===== config.mk =====
export PLATFORM = sky130hd
export DESIGN_NAME = cubic_bezier_segment_tessellator
export DESIGN_NICKNAME = d
export VERILOG_FILES = /design/src/sv/cbst_pkg.sv /design/src/sv/cubic_bezier_segment_tessellator.sv
export VERILOG_INCLUDE_DIRS = /design/src /design/src/sv
export SDC_FILE = /design/constraint.sdc
export NUM_CORES = 1
export LEC_CHECK = 0
export BUFFER_PORTS_ARGS = -buffer_cell sky130_fd_sc_hd__buf_2
export CAP_MARGIN = 20
export CORE_ASPECT_RATIO = 1.5
export CORE_MARGIN = 1.5
export CORE_UTILIZATION = 35
export CTS_CLUSTER_DIAMETER = 50
export DETAILED_ROUTE_END_ITERATION = 8
export MAX_ROUTING_LAYER = met4
export SLEW_MARGIN = 20
export SYNTH_ARGS = -nofsm -noshare
export SYNTH_HDL_FRONTEND = slang
export SYNTH_SLANG_ARGS = --single-unit

===== constraint.sdc =====
create_clock -name clk_i -period 12.1 [get_ports clk_i]
set_input_delay 3.63 -clock clk_i [delete_from_list [all_inputs] [get_ports clk_i]]
set_output_delay 3.63 -clock clk_i [all_outputs]
set_load 0.1 [all_outputs]

===== src/sv/cubic_bezier_segment_tessellator_macros.svh =====
// assertion macros for the cubic bezier segment tessellator
// each one samples on clk_i and is disabled while rst_ni is low
`ifndef CUBIC_BEZIER_SEGMENT_TESSELLATOR_MACROS_SVH
`define CUBIC_BEZIER_SEGMENT_TESSELLATOR_MACROS_SVH

// condition holds in the same cycle
`define CBST_ASSERT_IMP(name, cond, prop) \
  name: assert property (@(posedge clk_i) disable iff (!rst_ni) (cond) |-> (prop)) \
    else $error("cbst check failed");

// condition holds in the following cycle
`define CBST_ASSERT_NXT(name, cond, prop) \
  name: assert property (@(posedge clk_i) disable iff (!rst_ni) (cond) |=> (prop)) \
    else $error("cbst check failed");

`endif


===== src/sv/cbst_pkg.sv =====
`timescale 1ns / 1ps
`default_nettype none
// ----------------------------------------------------------------------------
// cbst_pkg
// Types and constants for the cubic bezier segment tessellator.
// ----------------------------------------------------------------------------
package cbst_pkg;

  localparam int COORD_BITS = 16;
  localparam int FRAC_BITS  = 4;
  localparam int PIX_BITS   = 12;
  localparam int STEPS_BITS = 7;
  localparam int U_BITS     = 17;

  typedef logic [COORD_BITS-1:0] coord_t;
  typedef logic [PIX_BITS-1:0]   pix_t;
  typedef logic [STEPS_BITS-1:0] steps_t;
  typedef logic [U_BITS-1:0]     u_t;

  localparam steps_t MAX_STEPS   = 7'd64;
  localparam steps_t STEPS_MIN   = 7'd1;
  localparam steps_t STEPS_RESET = 7'd5;
  localparam u_t     U_ONE       = 17'h10000;

  // restoring division of 1.0 by the step count, one quotient bit a cycle
  localparam logic [4:0] DIV_CNT_LAST = 5'd16;

  // micro-op program for one axis: bit set means interpolate, clear means rotate
  localparam logic [3:0]  OP_LAST    = 4'd8;
  localparam logic [15:0] OP_COMPUTE = 16'b0000_0001_0011_0111;

  typedef enum logic [2:0] {
    ST_IDLE,
    ST_DIV,
    ST_LOAD,
    ST_MUL,
    ST_ADD,
    ST_ROT,
    ST_EMIT
  } state_e;

endpackage
`default_nettype wire


===== src/sv/cubic_bezier_segment_tessellator.sv =====
`timescale 1ns / 1ps
`default_nettype none
// ----------------------------------------------------------------------------
// cubic_bezier_segment_tessellator
// Splits a cubic bezier curve into line segments by de Casteljau evaluation.
// ----------------------------------------------------------------------------
// Usage:
//   Input channel: one beat carries the four control points (Q12.4 pixels).
//   Output channel: one beat per segment, start and end as whole pixels,
//   last_segment set on the final beat of a curve.
//   cfg_we_i writes the step count (segments per curve); 0 acts as 1 and
//   values above 64 act as 64. Write it only while the block is idle.
//   Sequence: a curve of n segments starts by dividing 1.0 by n; then each
//   point runs twelve interpolations through one shared 17x18 multiplier,
//   each a registered multiply step then an add step, plus rotates of the
//   four-entry working register. in_stall_o is high from the accepted beat
//   until the last segment enters the output register.
//   Output stall: the output register holds one beat; while it is stalled
//   the sequencer waits with the next point finished.
//   Reset: step count returns to 5, the sequencer goes idle, no output valid.
// ----------------------------------------------------------------------------
`include "cubic_bezier_segment_tessellator_macros.svh"

module cubic_bezier_segment_tessellator (
  input  wire                      clk_i,
  input  wire                      rst_ni,
  input  wire                      cfg_we_i,
  input  wire  cbst_pkg::steps_t   cfg_wdata_i,
  input  wire                      in_valid_i,
  output logic                     in_stall_o,
  input  wire  cbst_pkg::coord_t   p0_x_i,
  input  wire  cbst_pkg::coord_t   p0_y_i,
  input  wire  cbst_pkg::coord_t   p1_x_i,
  input  wire  cbst_pkg::coord_t   p1_y_i,
  input  wire  cbst_pkg::coord_t   p2_x_i,
  input  wire  cbst_pkg::coord_t   p2_y_i,
  input  wire  cbst_pkg::coord_t   p3_x_i,
  input  wire  cbst_pkg::coord_t   p3_y_i,
  output logic                     out_valid_o,
  input  wire                      out_stall_i,
  output cbst_pkg::pix_t           seg_x_start_o,
  output cbst_pkg::pix_t           seg_y_start_o,
  output cbst_pkg::pix_t           seg_x_end_o,
  output cbst_pkg::pix_t           seg_y_end_o,
  output logic                     last_segment_o
);

  localparam int FB = cbst_pkg::FRAC_BITS;
  localparam int PB = cbst_pkg::PIX_BITS;

  // control state
  cbst_pkg::state_e state_q, state_d;
  cbst_pkg::steps_t steps_q;
  cbst_pkg::steps_t n_q;
  cbst_pkg::steps_t k_q;
  logic [4:0]       div_cnt_q;
  logic [3:0]       op_q;
  logic             axis_q;
  logic             out_valid_q;

  // datapath
  cbst_pkg::coord_t cp_q [8];
  cbst_pkg::coord_t w_q  [4];
  cbst_pkg::u_t     q0_q;
  cbst_pkg::steps_t r0_q;
  cbst_pkg::u_t     u_q;
  cbst_pkg::steps_t racc_q;
  logic signed [34:0] prod_q;
  cbst_pkg::pix_t   prev_x_q, prev_y_q, pix_x_q, pix_y_q;
  cbst_pkg::pix_t   seg_xs_q, seg_ys_q, seg_xe_q, seg_ye_q;
  logic             seg_last_q;

  // sequencer outputs
  logic accept_in, div_done, emit_go, op_is_last, next_compute, last_pt;

  cbst_pkg::steps_t n_clamped;
  logic [7:0]       div_tmp;
  logic             div_ge;
  cbst_pkg::steps_t r0_d;
  cbst_pkg::u_t     q0_d;
  logic [7:0]       rsum;
  logic             rcarry;
  cbst_pkg::steps_t racc_nxt;
  cbst_pkg::u_t     u_nxt;
  logic signed [16:0] diff;
  logic signed [34:0] prod;
  logic signed [18:0] lerp_sum;
  cbst_pkg::coord_t lerp_res;
  logic [3:0]       op_nxt;
  logic [23:0]      div_check;

  // step count clamped to the supported range
  always_comb begin
    if (steps_q == '0) begin
      n_clamped = cbst_pkg::STEPS_MIN;
    end else if (steps_q > cbst_pkg::MAX_STEPS) begin
      n_clamped = cbst_pkg::MAX_STEPS;
    end else begin
      n_clamped = steps_q;
    end
  end

  // restoring divider: dividend is 1.0, a single one at the top bit
  assign div_tmp = {r0_q, (div_cnt_q == '0)};
  assign div_ge  = div_tmp >= {1'b0, n_q};
  assign r0_d    = div_ge ? 7'(div_tmp - {1'b0, n_q}) : div_tmp[6:0];
  assign q0_d    = {q0_q[cbst_pkg::U_BITS-2:0], div_ge};

  // u advance: u += q0, remainder carries one more when it reaches n
  assign rsum     = {1'b0, racc_q} + {1'b0, r0_q};
  assign rcarry   = rsum >= {1'b0, n_q};
  assign racc_nxt = rcarry ? 7'(rsum - {1'b0, n_q}) : rsum[6:0];
  assign u_nxt    = u_q + q0_q + cbst_pkg::u_t'(rcarry);

  // shared interpolator: a + floor((b - a) * u / 1.0)
  assign diff     = $signed({1'b0, w_q[1]}) - $signed({1'b0, w_q[0]});
  assign prod     = diff * $signed({1'b0, u_q});
  assign lerp_sum = $signed({3'b000, w_q[0]}) + $signed(prod_q[34:16]);
  assign lerp_res = lerp_sum[15:0];

  assign op_nxt       = op_q + 4'd1;
  assign op_is_last   = op_q == cbst_pkg::OP_LAST;
  assign next_compute = cbst_pkg::OP_COMPUTE[op_nxt];
  assign last_pt      = k_q == n_q;

  // next state
  always_comb begin
    state_d = state_q;
    case (state_q)
      cbst_pkg::ST_IDLE: begin
        if (accept_in) state_d = cbst_pkg::ST_DIV;
      end
      cbst_pkg::ST_DIV: begin
        if (div_done) state_d = cbst_pkg::ST_LOAD;
      end
      cbst_pkg::ST_LOAD: begin
        state_d = cbst_pkg::ST_MUL;
      end
      cbst_pkg::ST_MUL: begin
        state_d = cbst_pkg::ST_ADD;
      end
      cbst_pkg::ST_ADD: begin
        if (op_is_last) begin
          state_d = axis_q ? cbst_pkg::ST_EMIT : cbst_pkg::ST_LOAD;
        end else begin
          state_d = next_compute ? cbst_pkg::ST_MUL : cbst_pkg::ST_ROT;
        end
      end
      cbst_pkg::ST_ROT: begin
        state_d = next_compute ? cbst_pkg::ST_MUL : cbst_pkg::ST_ROT;
      end
      cbst_pkg::ST_EMIT: begin
        if (emit_go) state_d = last_pt ? cbst_pkg::ST_IDLE : cbst_pkg::ST_LOAD;
      end
      default: begin
        state_d = cbst_pkg::ST_IDLE;
      end
    endcase
  end

  // sequencer outputs
  always_comb begin
    in_stall_o = state_q != cbst_pkg::ST_IDLE;
    accept_in  = in_valid_i && (state_q == cbst_pkg::ST_IDLE);
    div_done   = (state_q == cbst_pkg::ST_DIV) && (div_cnt_q == cbst_pkg::DIV_CNT_LAST);
    emit_go    = (state_q == cbst_pkg::ST_EMIT) && (!out_valid_q || !out_stall_i);
  end

  always_ff @(posedge clk_i or negedge rst_ni) begin
    if (!rst_ni) begin
      state_q     <= cbst_pkg::ST_IDLE;
      steps_q     <= cbst_pkg::STEPS_RESET;
      n_q         <= cbst_pkg::STEPS_MIN;
      k_q         <= cbst_pkg::STEPS_MIN;
      div_cnt_q   <= '0;
      op_q        <= '0;
      axis_q      <= 1'b0;
      out_valid_q <= 1'b0;
    end else begin
      state_q <= state_d;
      if (cfg_we_i) steps_q <= cfg_wdata_i;
      if (accept_in) begin
        n_q       <= n_clamped;
        k_q       <= cbst_pkg::STEPS_MIN;
        div_cnt_q <= '0;
        axis_q    <= 1'b0;
      end
      if (state_q == cbst_pkg::ST_DIV) div_cnt_q <= div_cnt_q + 5'd1;
      if (state_q == cbst_pkg::ST_LOAD) op_q <= '0;
      if (state_q == cbst_pkg::ST_ROT) op_q <= op_nxt;
      if (state_q == cbst_pkg::ST_ADD) begin
        if (op_is_last) begin
          axis_q <= ~axis_q;
        end else begin
          op_q <= op_nxt;
        end
      end
      if (emit_go && !last_pt) k_q <= k_q + 7'd1;
      if (emit_go) begin
        out_valid_q <= 1'b1;
      end else if (!out_stall_i) begin
        out_valid_q <= 1'b0;
      end
    end
  end

  always_ff @(posedge clk_i) begin
    if (accept_in) begin
      cp_q[0]  <= p0_x_i;
      cp_q[1]  <= p0_y_i;
      cp_q[2]  <= p1_x_i;
      cp_q[3]  <= p1_y_i;
      cp_q[4]  <= p2_x_i;
      cp_q[5]  <= p2_y_i;
      cp_q[6]  <= p3_x_i;
      cp_q[7]  <= p3_y_i;
      // point at u = 0 is the first control point itself
      prev_x_q <= p0_x_i[FB+PB-1:FB];
      prev_y_q <= p0_y_i[FB+PB-1:FB];
      q0_q     <= '0;
      r0_q     <= '0;
    end
    if (state_q == cbst_pkg::ST_DIV) begin
      q0_q <= q0_d;
      r0_q <= r0_d;
      if (div_done) begin
        u_q    <= q0_d;
        racc_q <= r0_d;
      end
    end
    if (state_q == cbst_pkg::ST_LOAD) begin
      w_q[0] <= axis_q ? cp_q[1] : cp_q[0];
      w_q[1] <= axis_q ? cp_q[3] : cp_q[2];
      w_q[2] <= axis_q ? cp_q[5] : cp_q[4];
      w_q[3] <= axis_q ? cp_q[7] : cp_q[6];
    end
    if (state_q == cbst_pkg::ST_MUL) prod_q <= prod;
    // interpolate drops the first entry and appends the result; rotate recycles
    if (state_q == cbst_pkg::ST_ADD || state_q == cbst_pkg::ST_ROT) begin
      w_q[0] <= w_q[1];
      w_q[1] <= w_q[2];
      w_q[2] <= w_q[3];
      w_q[3] <= (state_q == cbst_pkg::ST_ADD) ? lerp_res : w_q[0];
    end
    if (state_q == cbst_pkg::ST_ADD && op_is_last) begin
      if (axis_q) begin
        pix_y_q <= lerp_res[FB+PB-1:FB];
      end else begin
        pix_x_q <= lerp_res[FB+PB-1:FB];
      end
    end
    if (emit_go) begin
      seg_xs_q   <= prev_x_q;
      seg_ys_q   <= prev_y_q;
      seg_xe_q   <= pix_x_q;
      seg_ye_q   <= pix_y_q;
      seg_last_q <= last_pt;
      prev_x_q   <= pix_x_q;
      prev_y_q   <= pix_y_q;
      u_q        <= u_nxt;
      racc_q     <= racc_nxt;
    end
  end

  assign out_valid_o    = out_valid_q;
  assign seg_x_start_o  = seg_xs_q;
  assign seg_y_start_o  = seg_ys_q;
  assign seg_x_end_o    = seg_xe_q;
  assign seg_y_end_o    = seg_ye_q;
  assign last_segment_o = seg_last_q;

  assign div_check = ({7'd0, q0_q} * {17'd0, n_q}) + {17'd0, r0_q};

  `CBST_ASSERT_NXT(a_accept_clamps, accept_in, (state_q == cbst_pkg::ST_DIV) && (n_q >= cbst_pkg::STEPS_MIN) && (n_q <= cbst_pkg::MAX_STEPS))
  `CBST_ASSERT_IMP(a_step_in_range, state_q != cbst_pkg::ST_IDLE, (k_q != '0) && (k_q <= n_q))
  `CBST_ASSERT_IMP(a_div_exact, (state_q != cbst_pkg::ST_IDLE) && (state_q != cbst_pkg::ST_DIV), (div_check == 24'(cbst_pkg::U_ONE)) && (racc_q < n_q))
  `CBST_ASSERT_IMP(a_last_at_one, (state_q == cbst_pkg::ST_EMIT) && last_pt, u_q == cbst_pkg::U_ONE)
  `CBST_ASSERT_IMP(a_op_bound, 1'b1, op_q <= cbst_pkg::OP_LAST)

endmodule
`default_nettype wire

==> results of run 1 <==
==> sequential cells by signal, indices dropped and copies added, names as in the netlist, 12 cells and up <==
name / count
prev_x_q: 12
prev_y_q: 12
seg_x_start_o: 12
seg_y_start_o: 12
u_q: 17
cp_q: 128
q0_q: 17
w_q: 64
pix_y_q: 12
pix_x_q: 12
seg_x_end_o: 12
seg_y_end_o: 12
prod_q: 16
==> per-stage QoR <==
step | util | setup WS [ns]
final | 0.402 | 3.42
after global routing | 0.402 | 2.85
after CTS | 0.402 | 3.36
after detailed placement | 0.382 | 3.42
after global placement | 0.382 | 3.68
after floorplan | - | 3.98
==> logic make-up after synthesis <==
family / share of synthesized area
adder cells (fa/ha/maj): 0.258
XOR/XNOR: 0.0276
buffers and inverters: 0.0600
flip-flops: 0.431
AO/OA/AOI/OAI: 0.0668
multiplexers: 0.0312
AND/OR/NAND/NOR: 0.125
==> area by class of cell <==
cell class,instances,area [um2],area share
Tap cell,1000,1250,0.0414
Clock buffer,46,1040,0.0346
Clock inverter,25,409,0.0136
Antenna cell,3,7.51,0.000249
Inverter,341,1290,0.0426
Timing Repair Buffer,210,1110,0.0367
Multi-Input combinational cell,1563,13600,0.450
Sequential cell,388,11500,0.380
==> cells in the final DEF (no fill, tap or decap), types with 41 or more instances in the layout <==
cell type	count
clkbuf_16	41
ha_1	181
a21oi_1	59
o21ai_0	111
buf_2	190
and2_1	111
nor2b_1	51
inv_1	337
nand2_1	350
edfxtp_1	353
fa_1	230
xnor2_1	50
mux2i_1	66
nor2_1	67
==> layer usage <==
| metal | up-vias | global-route usage |
|---|---|---|
| li1 | 8224 | - |
| met3 | 159 | 0.0182 |
| met1 | 8610 | 0.175 |
| met4 | 0 | 0.0958 |
| met5 | - | - |
| met2 | 440 | 0.336 |
==> final timing paths <==
kind	startpoint	to	slack [ns]	cells past startpoint
worst max-delay path	w_q[0][0]	prod_q[31]	3.42	27
max in group asynchronous	rst_ni	axis_q	8.36	1
min in group asynchronous	rst_ni	steps_q[1]	3.15	1
worst min-delay path	prev_x_q[6]	seg_x_start_o[6]	0.41	0
worst min register to register	prev_x_q[6]	seg_x_start_o[6]	0.41	0
worst max register to register	w_q[0][0]	prod_q[31]	3.42	27
==> out/results.tsv, run 1 <==
metric	value	unit
status	finished, final reports clean	
path_class	flop to flop	
crit_path_max_fanout	16	
coreArea	75100	um2
yosysTopAreaCell	edfxtp_1	
ys_types	65	
critPathBufInv	2	
grt_max_degree	105	
avgSynthCellArea	11.2	um2
wl_met1	23.5	mm
max_stage_delay	0.52	ns
place_area	28700	um2
finalSetupViolCount	0	
period_share	0.718	
cts_made_buffers	39	
drc	0	
hold_slack	0.415	ns
final_nets	3094	
avgRoutedWirePerCell	18.4	um
chipWidth	228	um
wl	65.8	mm
highest-signal-layer	met4	
ys_seq_elements	388	
clk_pin_slew	0.07	ns
synthTopCellsByArea	edfxtp_1 (40%), fa_1 (17%), ha_1 (8.5%), nand2_1 (5.0%), inv_1 (4.8%)	
dp_cells	3501	
synth_most_common_cell	edfxtp_1	
max_slew_margin	0.257	
wl_met3	2.26	mm
area_growth	13.4	%
synth-seq-area-share	0.431	
async_reset_ff_frac	0.0902	
synth-edff-count	353	
worstSkewPairLatency	0.56	ns
cts_root_buffer	clkbuf_16	
place_hpwl	50.4	mm
maxCapViolCount	0	
tightestPinTransition	1.11	ns
grt.total_usage	0.177	
synth_cells	2376	
synth_common_cells	edfxtp_1 (353), nand2_1 (352), inv_1 (338)	
period_needed	8.68	ns
tns	0	ns
fillCellCount	7279	
grt.overflow.total	0	
first_pass_iters	5	
synth_top_area_share	0.398	
critPathLaunchType	flop	
postCtsHoldBufs	0	
report.final.hold_viol_count	0	
worstPathArrival	8.97	ns
vias	17400	
grt_pass1_wl	103	mm
synthFlopType	edfxtp_1	
crit_family	adder cells	
dieArea	77700	um2
synth_fp_nets	2927	
grt_setup_unrepaired	no	
final_cell_count_no_fill	3576	
h-tree-depth	2	
syn_area	26600	um2
cts_resized	0	
antenna_found_initial	3	
hold_class	flop to flop	
die-height	341	um
final_layout_size_suffix_gt1_frac	0.128	
cp_slowest_cell	nand2b_1	
ios	191	
yosysWarnings	0	
io_buffers	190	
avgViaCountPerCell	4.88	
critPathCaptureType	flop	
grt_pass1_vias	19000	
drv_slew	0	
num_rows	123	
cts_tree	yes	
start_util	0.354	
postCtsSetupBuffers	0	
clock_skew	0.0304	ns
stdcell_area	30200	um2
cts_sinks	388	
crit_required	12.39	ns
postRouteAntennaNets	0	
critical_path.most_common_cell	fa_1	
gp_congestion	0.895	
wl_met2	36.4	mm
clk_path_buf_depth	3	
fmax	115	MHz
drt_iter0_drc	825	
Power of run 1 is left out: the tool's default activity adds up to more than one toggle a clock period on the data nets, which glitch-free logic cannot reach.
==> run 2: changes to the inputs <==
==> constraint.sdc (replaced) <==
create_clock -name clk_i -period 8.5 [get_ports clk_i]
set_input_delay 2.55 -clock clk_i [delete_from_list [all_inputs] [get_ports clk_i]]
set_output_delay 2.55 -clock clk_i [all_outputs]
set_load 0.1 [all_outputs]
==> out/results.tsv, run 2 (synthesis results as in run 1) <==
metric	value	unit	change
status	finished, final reports clean		unchanged
critPathCaptureType	flop		unchanged
regArea	11500	um2	unchanged
crit_required	8.80	ns	was 12.39 ns
multi_input_area	13600	um2	about the same
tightestPinTransition	1.02	ns	was 1.11 ns
pre_cts_slack	0.107	ns	was 3.42 ns
coreArea	75100	um2	unchanged
avgRoutedWirePerCell	18.1	um	was 18.4 um
final_nets	3110		was 3094
hold_class	flop to flop		unchanged
critPathBufInv	5		was 2
h-tree-depth	2		unchanged
worstSkewPairLatency	0.55	ns	was 0.56 ns
finalSetupViolCount	0		unchanged
grt.total_usage	0.174		was 0.177
fillCellCount	7359		was 7279
crit_family	adder cells		unchanged
grt_max_degree	97		was 105
clock_skew	0.0243	ns	was 0.0304 ns
period_needed	8.12	ns	was 8.68 ns
critical_path.most_common_cell	fa_1		unchanged
chipWidth	228	um	unchanged
period_share	0.956		was 0.718
start_util	0.354		unchanged
ios	191		unchanged
clk_pin_slew	0.07	ns	about the same
area_growth	13.0	%	was 13.4%
largestRegisters	cp_q (128), w_q (64)		unchanged
cts_root_buffer	clkbuf_16		unchanged
fmax	123	MHz	was 115 MHz
path_class	flop to flop		unchanged
critPathLaunchType	flop		unchanged
gp_congestion	0.908		was 0.895
drt_iter0_drc	773		was 825
clk_path_buf_depth	3		unchanged
grt_pass1_wl	103	mm	about the same
stdcell_area	30100	um2	was 30200 um2
antenna_found_initial	2		was 3
io_buffers	190		unchanged
first_pass_iters	6		was 5
cts_tree	yes		unchanged
grt_pass1_vias	19100		was 19000
avgViaCountPerCell	4.88		about the same
cts_made_buffers	36		was 39
final_layout_size_suffix_gt1_frac	0.131		was 0.128
postRouteAntennaNets	0		unchanged
cp_slowest_cell	fa_1		was nand2b_1
die-height	341	um	unchanged
postCtsHoldBufs	0		unchanged
largest_register_ffs	128		unchanged
wl	64.9	mm	was 65.8 mm
regMostFlops	cp_q		unchanged
drc	0		unchanged
final_core_util	0.400		was 0.402
vias	17500		was 17400
grt.overflow.total	0		unchanged
crit_path_max_fanout	17		was 16
maxCapViolCount	0		unchanged
drv_slew	0		unchanged
max_stage_delay	0.53	ns	was 0.52 ns
max_slew_margin	0.318		was 0.257
place_area	28800	um2	was 28700 um2
num_rows	123		unchanged
place_hpwl	50.9	mm	was 50.4 mm
final_common_cell	edfxtp_1		unchanged
cts_sinks	388		unchanged
final_cell_mix	edfxtp_1 (353), nand2_1 (351), inv_1 (337)		was edfxtp_1 (353), nand2_1 (350), inv_1 (337)
dieArea	77700	um2	unchanged
worst_slack	0.378	ns	was 3.42 ns
report.final.hold_viol_count	0		unchanged
worstPathArrival	8.42	ns	was 8.97 ns
run 2: cell types whose count changed in the layout (fill, tap and decap cells not counted), sizes merged:
cell / before / now
bufinv: 9 / 2
clkinvlp: 3 / 0
clkbuf: 46 / 43
diode: 3 / 2
clkinv: 11 / 20
inv: 343 / 340
buf: 210 / 229
run 2: layout make-up:
class | count | area share
diodes | 2 | 0.000166
clock inverters | 21 | 0.00599
inverters | 341 | 0.0428
well taps | 1000 | 0.0416
flip-flops and latches | 388 | 0.382
clock buffers | 43 | 0.0319
repair buffers | 229 | 0.0422
multi-input cells | 1563 | 0.453
run 2: per-layer routing:
layer,wire [um],track usage,up-vias
met5,0,-,-
met4,3850,0.0975,0
met3,1740,0.0133,147
met2,35800,0.331,396
met1,23400,0.175,8713
li1,-,-,8241
run 2: final timing paths:
| kind | end | start | cells after the start | slack [ns] |
|---|---|---|---|---|
| max | prod_q[30] | w_q[0][0] | 30 | 0.38 |
| min | seg_x_start_o[9] | prev_x_q[9] | 0 | 0.42 |
| max reg2reg | prod_q[30] | w_q[0][0] | 30 | 0.38 |
| min reg2reg | seg_x_start_o[9] | prev_x_q[9] | 0 | 0.42 |
| max in group asynchronous | axis_q | rst_ni | 1 | 5.82 |
| min in group asynchronous | steps_q[1] | rst_ni | 1 | 2.09 |
run 2: per-stage QoR:
step	instances	setup TNS, ns	hold WS [ns]
6_report	3587	0	0.418
5_1_grt	3587	-0.0383	0.428
4_1_cts	3580	0	0.421
3_5_place_dp	3516	0	0.405
3_3_place_gp	3516	0	0.405
2_1_floorplan	2376	0	0.400
run 2: worst reg2reg max path, delay by kind of cell (launching register included):
family	cells	cell delay, ns
adders and majority gates	9	3.90
xor gates and xnor gates	2	0.40
and+or+nand+nor	5	0.62
buffers and inverters	5	0.53
DFF	1	0.44
AOI/OAI and AO/OA	9	1.98
run 2: repair_timing:
item / CTS / global route
resized for setup: 0 / 12
hold endpoints to repair: 0 / 0
setup buffers: 0 / 5
endpoints found under the setup margin: 0 / 7
Power of run 2 is left out for the same reason.
==> run 3: changes to the inputs <==
--- a/config.mk
+++ b/config.mk
@@ -11,6 +11,7 @@
 export CORE_ASPECT_RATIO = 1.5
 export CORE_MARGIN = 1.5
 export CORE_UTILIZATION = 35
+export CTS_BUF_LIST = sky130_fd_sc_hd__clkbuf_2 sky130_fd_sc_hd__clkbuf_4 sky130_fd_sc_hd__clkbuf_8
 export CTS_CLUSTER_DIAMETER = 50
 export DETAILED_ROUTE_END_ITERATION = 8
 export MAX_ROUTING_LAYER = met4
==> constraint.sdc (replaced) <==
create_clock -name clk_i -period 10.3 [get_ports clk_i]
set_input_delay 3.09 -clock clk_i [delete_from_list [all_inputs] [get_ports clk_i]]
set_output_delay 3.09 -clock clk_i [all_outputs]
set_load 0.1 [all_outputs]
==> out/results.tsv, run 3 (synthesis results as in run 1) <==
metric	value	unit	change
crit_path_end	prod_q[30]		unchanged
fmax	113	MHz	was 123 MHz
vias	17500		about the same
die-height	341	um	unchanged
final_cell_mix	edfxtp_1 (353), nand2_1 (350), inv_1 (336)		was edfxtp_1 (353), nand2_1 (351), inv_1 (337)
grt.overflow.total	0		unchanged
critPathCaptureType	flop		unchanged
postRouteAntennaNets	0		unchanged
grt_setup_unrepaired	no		
tightestPinTransition	1.09	ns	was 1.02 ns
tns	0	ns	unchanged
grt.total_usage	0.176		was 0.174
area_growth	11.9	%	was 13.0%
clk_path_buf_depth	3		unchanged
final_layout_size_suffix_gt1_frac	0.135		was 0.131
num_rows	123		unchanged
period_needed	8.84	ns	was 8.12 ns
avgRoutedWirePerCell	18.2	um	was 18.1 um
grt_max_degree	105		was 97
first_pass_iters	7		was 6
cts_made_buffers	53		was 36
coreArea	75100	um2	unchanged
clk_pin_slew	0.07	ns	about the same
status	finished, final reports clean		unchanged
rr_worst_depth	31		was 30
wl_met2	36.4	mm	was 35.8 mm
hold_class	flop to flop		unchanged
largest_register_ffs	128		unchanged
chipWidth	228	um	unchanged
wl_met3	1.91	mm	was 1.74 mm
drt_iter0_drc	719		was 773
final_nets	3107		was 3110
highest-signal-layer	met4		unchanged
startpoint	w_q[0][0]		unchanged
drv_slew	0		unchanged
worstPathArrival	9.23	ns	was 8.42 ns
cts_sinks	388		unchanged
rr_endpoint	prod_q[30]		unchanged
max_slew_margin	0.269		was 0.318
maxCapViolCount	0		unchanged
fillCellCount	7361		was 7359
antenna_found_initial	1		was 2
clock_skew	0.0406	ns	was 0.0243 ns
place_hpwl	50.2	mm	was 50.9 mm
grt_pass1_vias	19300		was 19100
h-tree-depth	2		unchanged
final_core_util	0.396		was 0.400
start_util	0.354		unchanged
cp_slowest_cell	xnor2_1		was fa_1
final_common_cell	edfxtp_1		unchanged
dieArea	77700	um2	unchanged
finalSetupViolCount	0		unchanged
crit_required	10.69	ns	was 8.80 ns
report.final.hold_viol_count	0		unchanged
wl	65.3	mm	was 64.9 mm
io_buffers	190		unchanged
gp_congestion	0.889		was 0.908
max_stage_delay	0.79	ns	was 0.53 ns
r2r-start	w_q[0][0]		unchanged
wl_met1	23.8	mm	was 23.4 mm
cts_root_buffer	clkbuf_8		was clkbuf_16
drc	0		unchanged
r2r_setup_slack	1.46	ns	was 0.38 ns
postCtsHoldBufs	0		unchanged
critPathLaunchType	flop		unchanged
dp_cells	3501		was 3516
critical_path.most_common_cell	fa_1		unchanged
crit_path_max_fanout	10		was 17
cts_tree	yes		unchanged
path_class	flop to flop		unchanged
period_share	0.859		was 0.956
avgViaCountPerCell	4.86		was 4.88
cts_resized	0		unchanged
regMostFlops	cp_q		unchanged
postCtsSetupBuffers	0		unchanged
ios	191		unchanged
largestRegisters	cp_q (128), w_q (64)		unchanged
grt_pass1_wl	104	mm	was 103 mm
worstSkewPairLatency	0.64	ns	was 0.55 ns
final_cell_count_no_fill	3595		was 3587
## run 3: layer usage
| metal | GRT usage | up-vias |
|---|---|---|
| met5 | - | - |
| met4 | 0.0846 | 0 |
| met3 | 0.0156 | 139 |
| met2 | 0.340 | 374 |
| met1 | 0.177 | 8711 |
| li1 | - | 8237 |
## run 3: per-stage QoR
step	instance area, um2	hold slack, ns	setup WS (ns)
floorplan	26600	0.400	2.62
global placement	28700	0.402	1.47
CTS	29800	0.423	1.41
global route	29800	0.428	0.871
finish	29800	0.422	1.46
detailed placement	28700	0.406	1.40
## run 3: worst min path at each step
stage                       startpoint                end  slack (ns)  cells past startpoint
after floorplan            prev_x_q[0]   seg_x_start_o[0]        0.40                      0
after global placement    prev_x_q[10]  seg_x_start_o[10]        0.40                      0
after detailed placement   prev_y_q[3]   seg_y_start_o[3]        0.41                      0
after CTS                  prev_y_q[3]   seg_y_start_o[3]        0.42                      0
after global routing       prev_x_q[5]   seg_x_start_o[5]        0.43                      0
final                      prev_y_q[3]   seg_y_start_o[3]        0.42                      0
## run 3: critical path: cells and delay by family, from the launching register on
kind                     cells  cell delay (ns)
AO/OA/AOI/OAI                9             2.38
XOR/XNOR                     2             0.92
adder cells (fa/ha/maj)      9             3.60
buffers and inverters        6             0.61
flip-flops                   1             0.44
AND/OR/NAND/NOR              5             0.64
## run 3: area by class of cell
type                    count  area, um2  share of cell area
repair buffers            209       1090              0.0367
clock buffers              67        835              0.0280
flip-flops and latches    388      11500               0.386
well taps                1000       1250              0.0420
multi-input cells        1563      13600               0.457
clock inverters            26        226             0.00761
diodes                      1       2.50           0.0000840
inverters                 341       1290              0.0432
Power of run 3 is left out for the same reason.
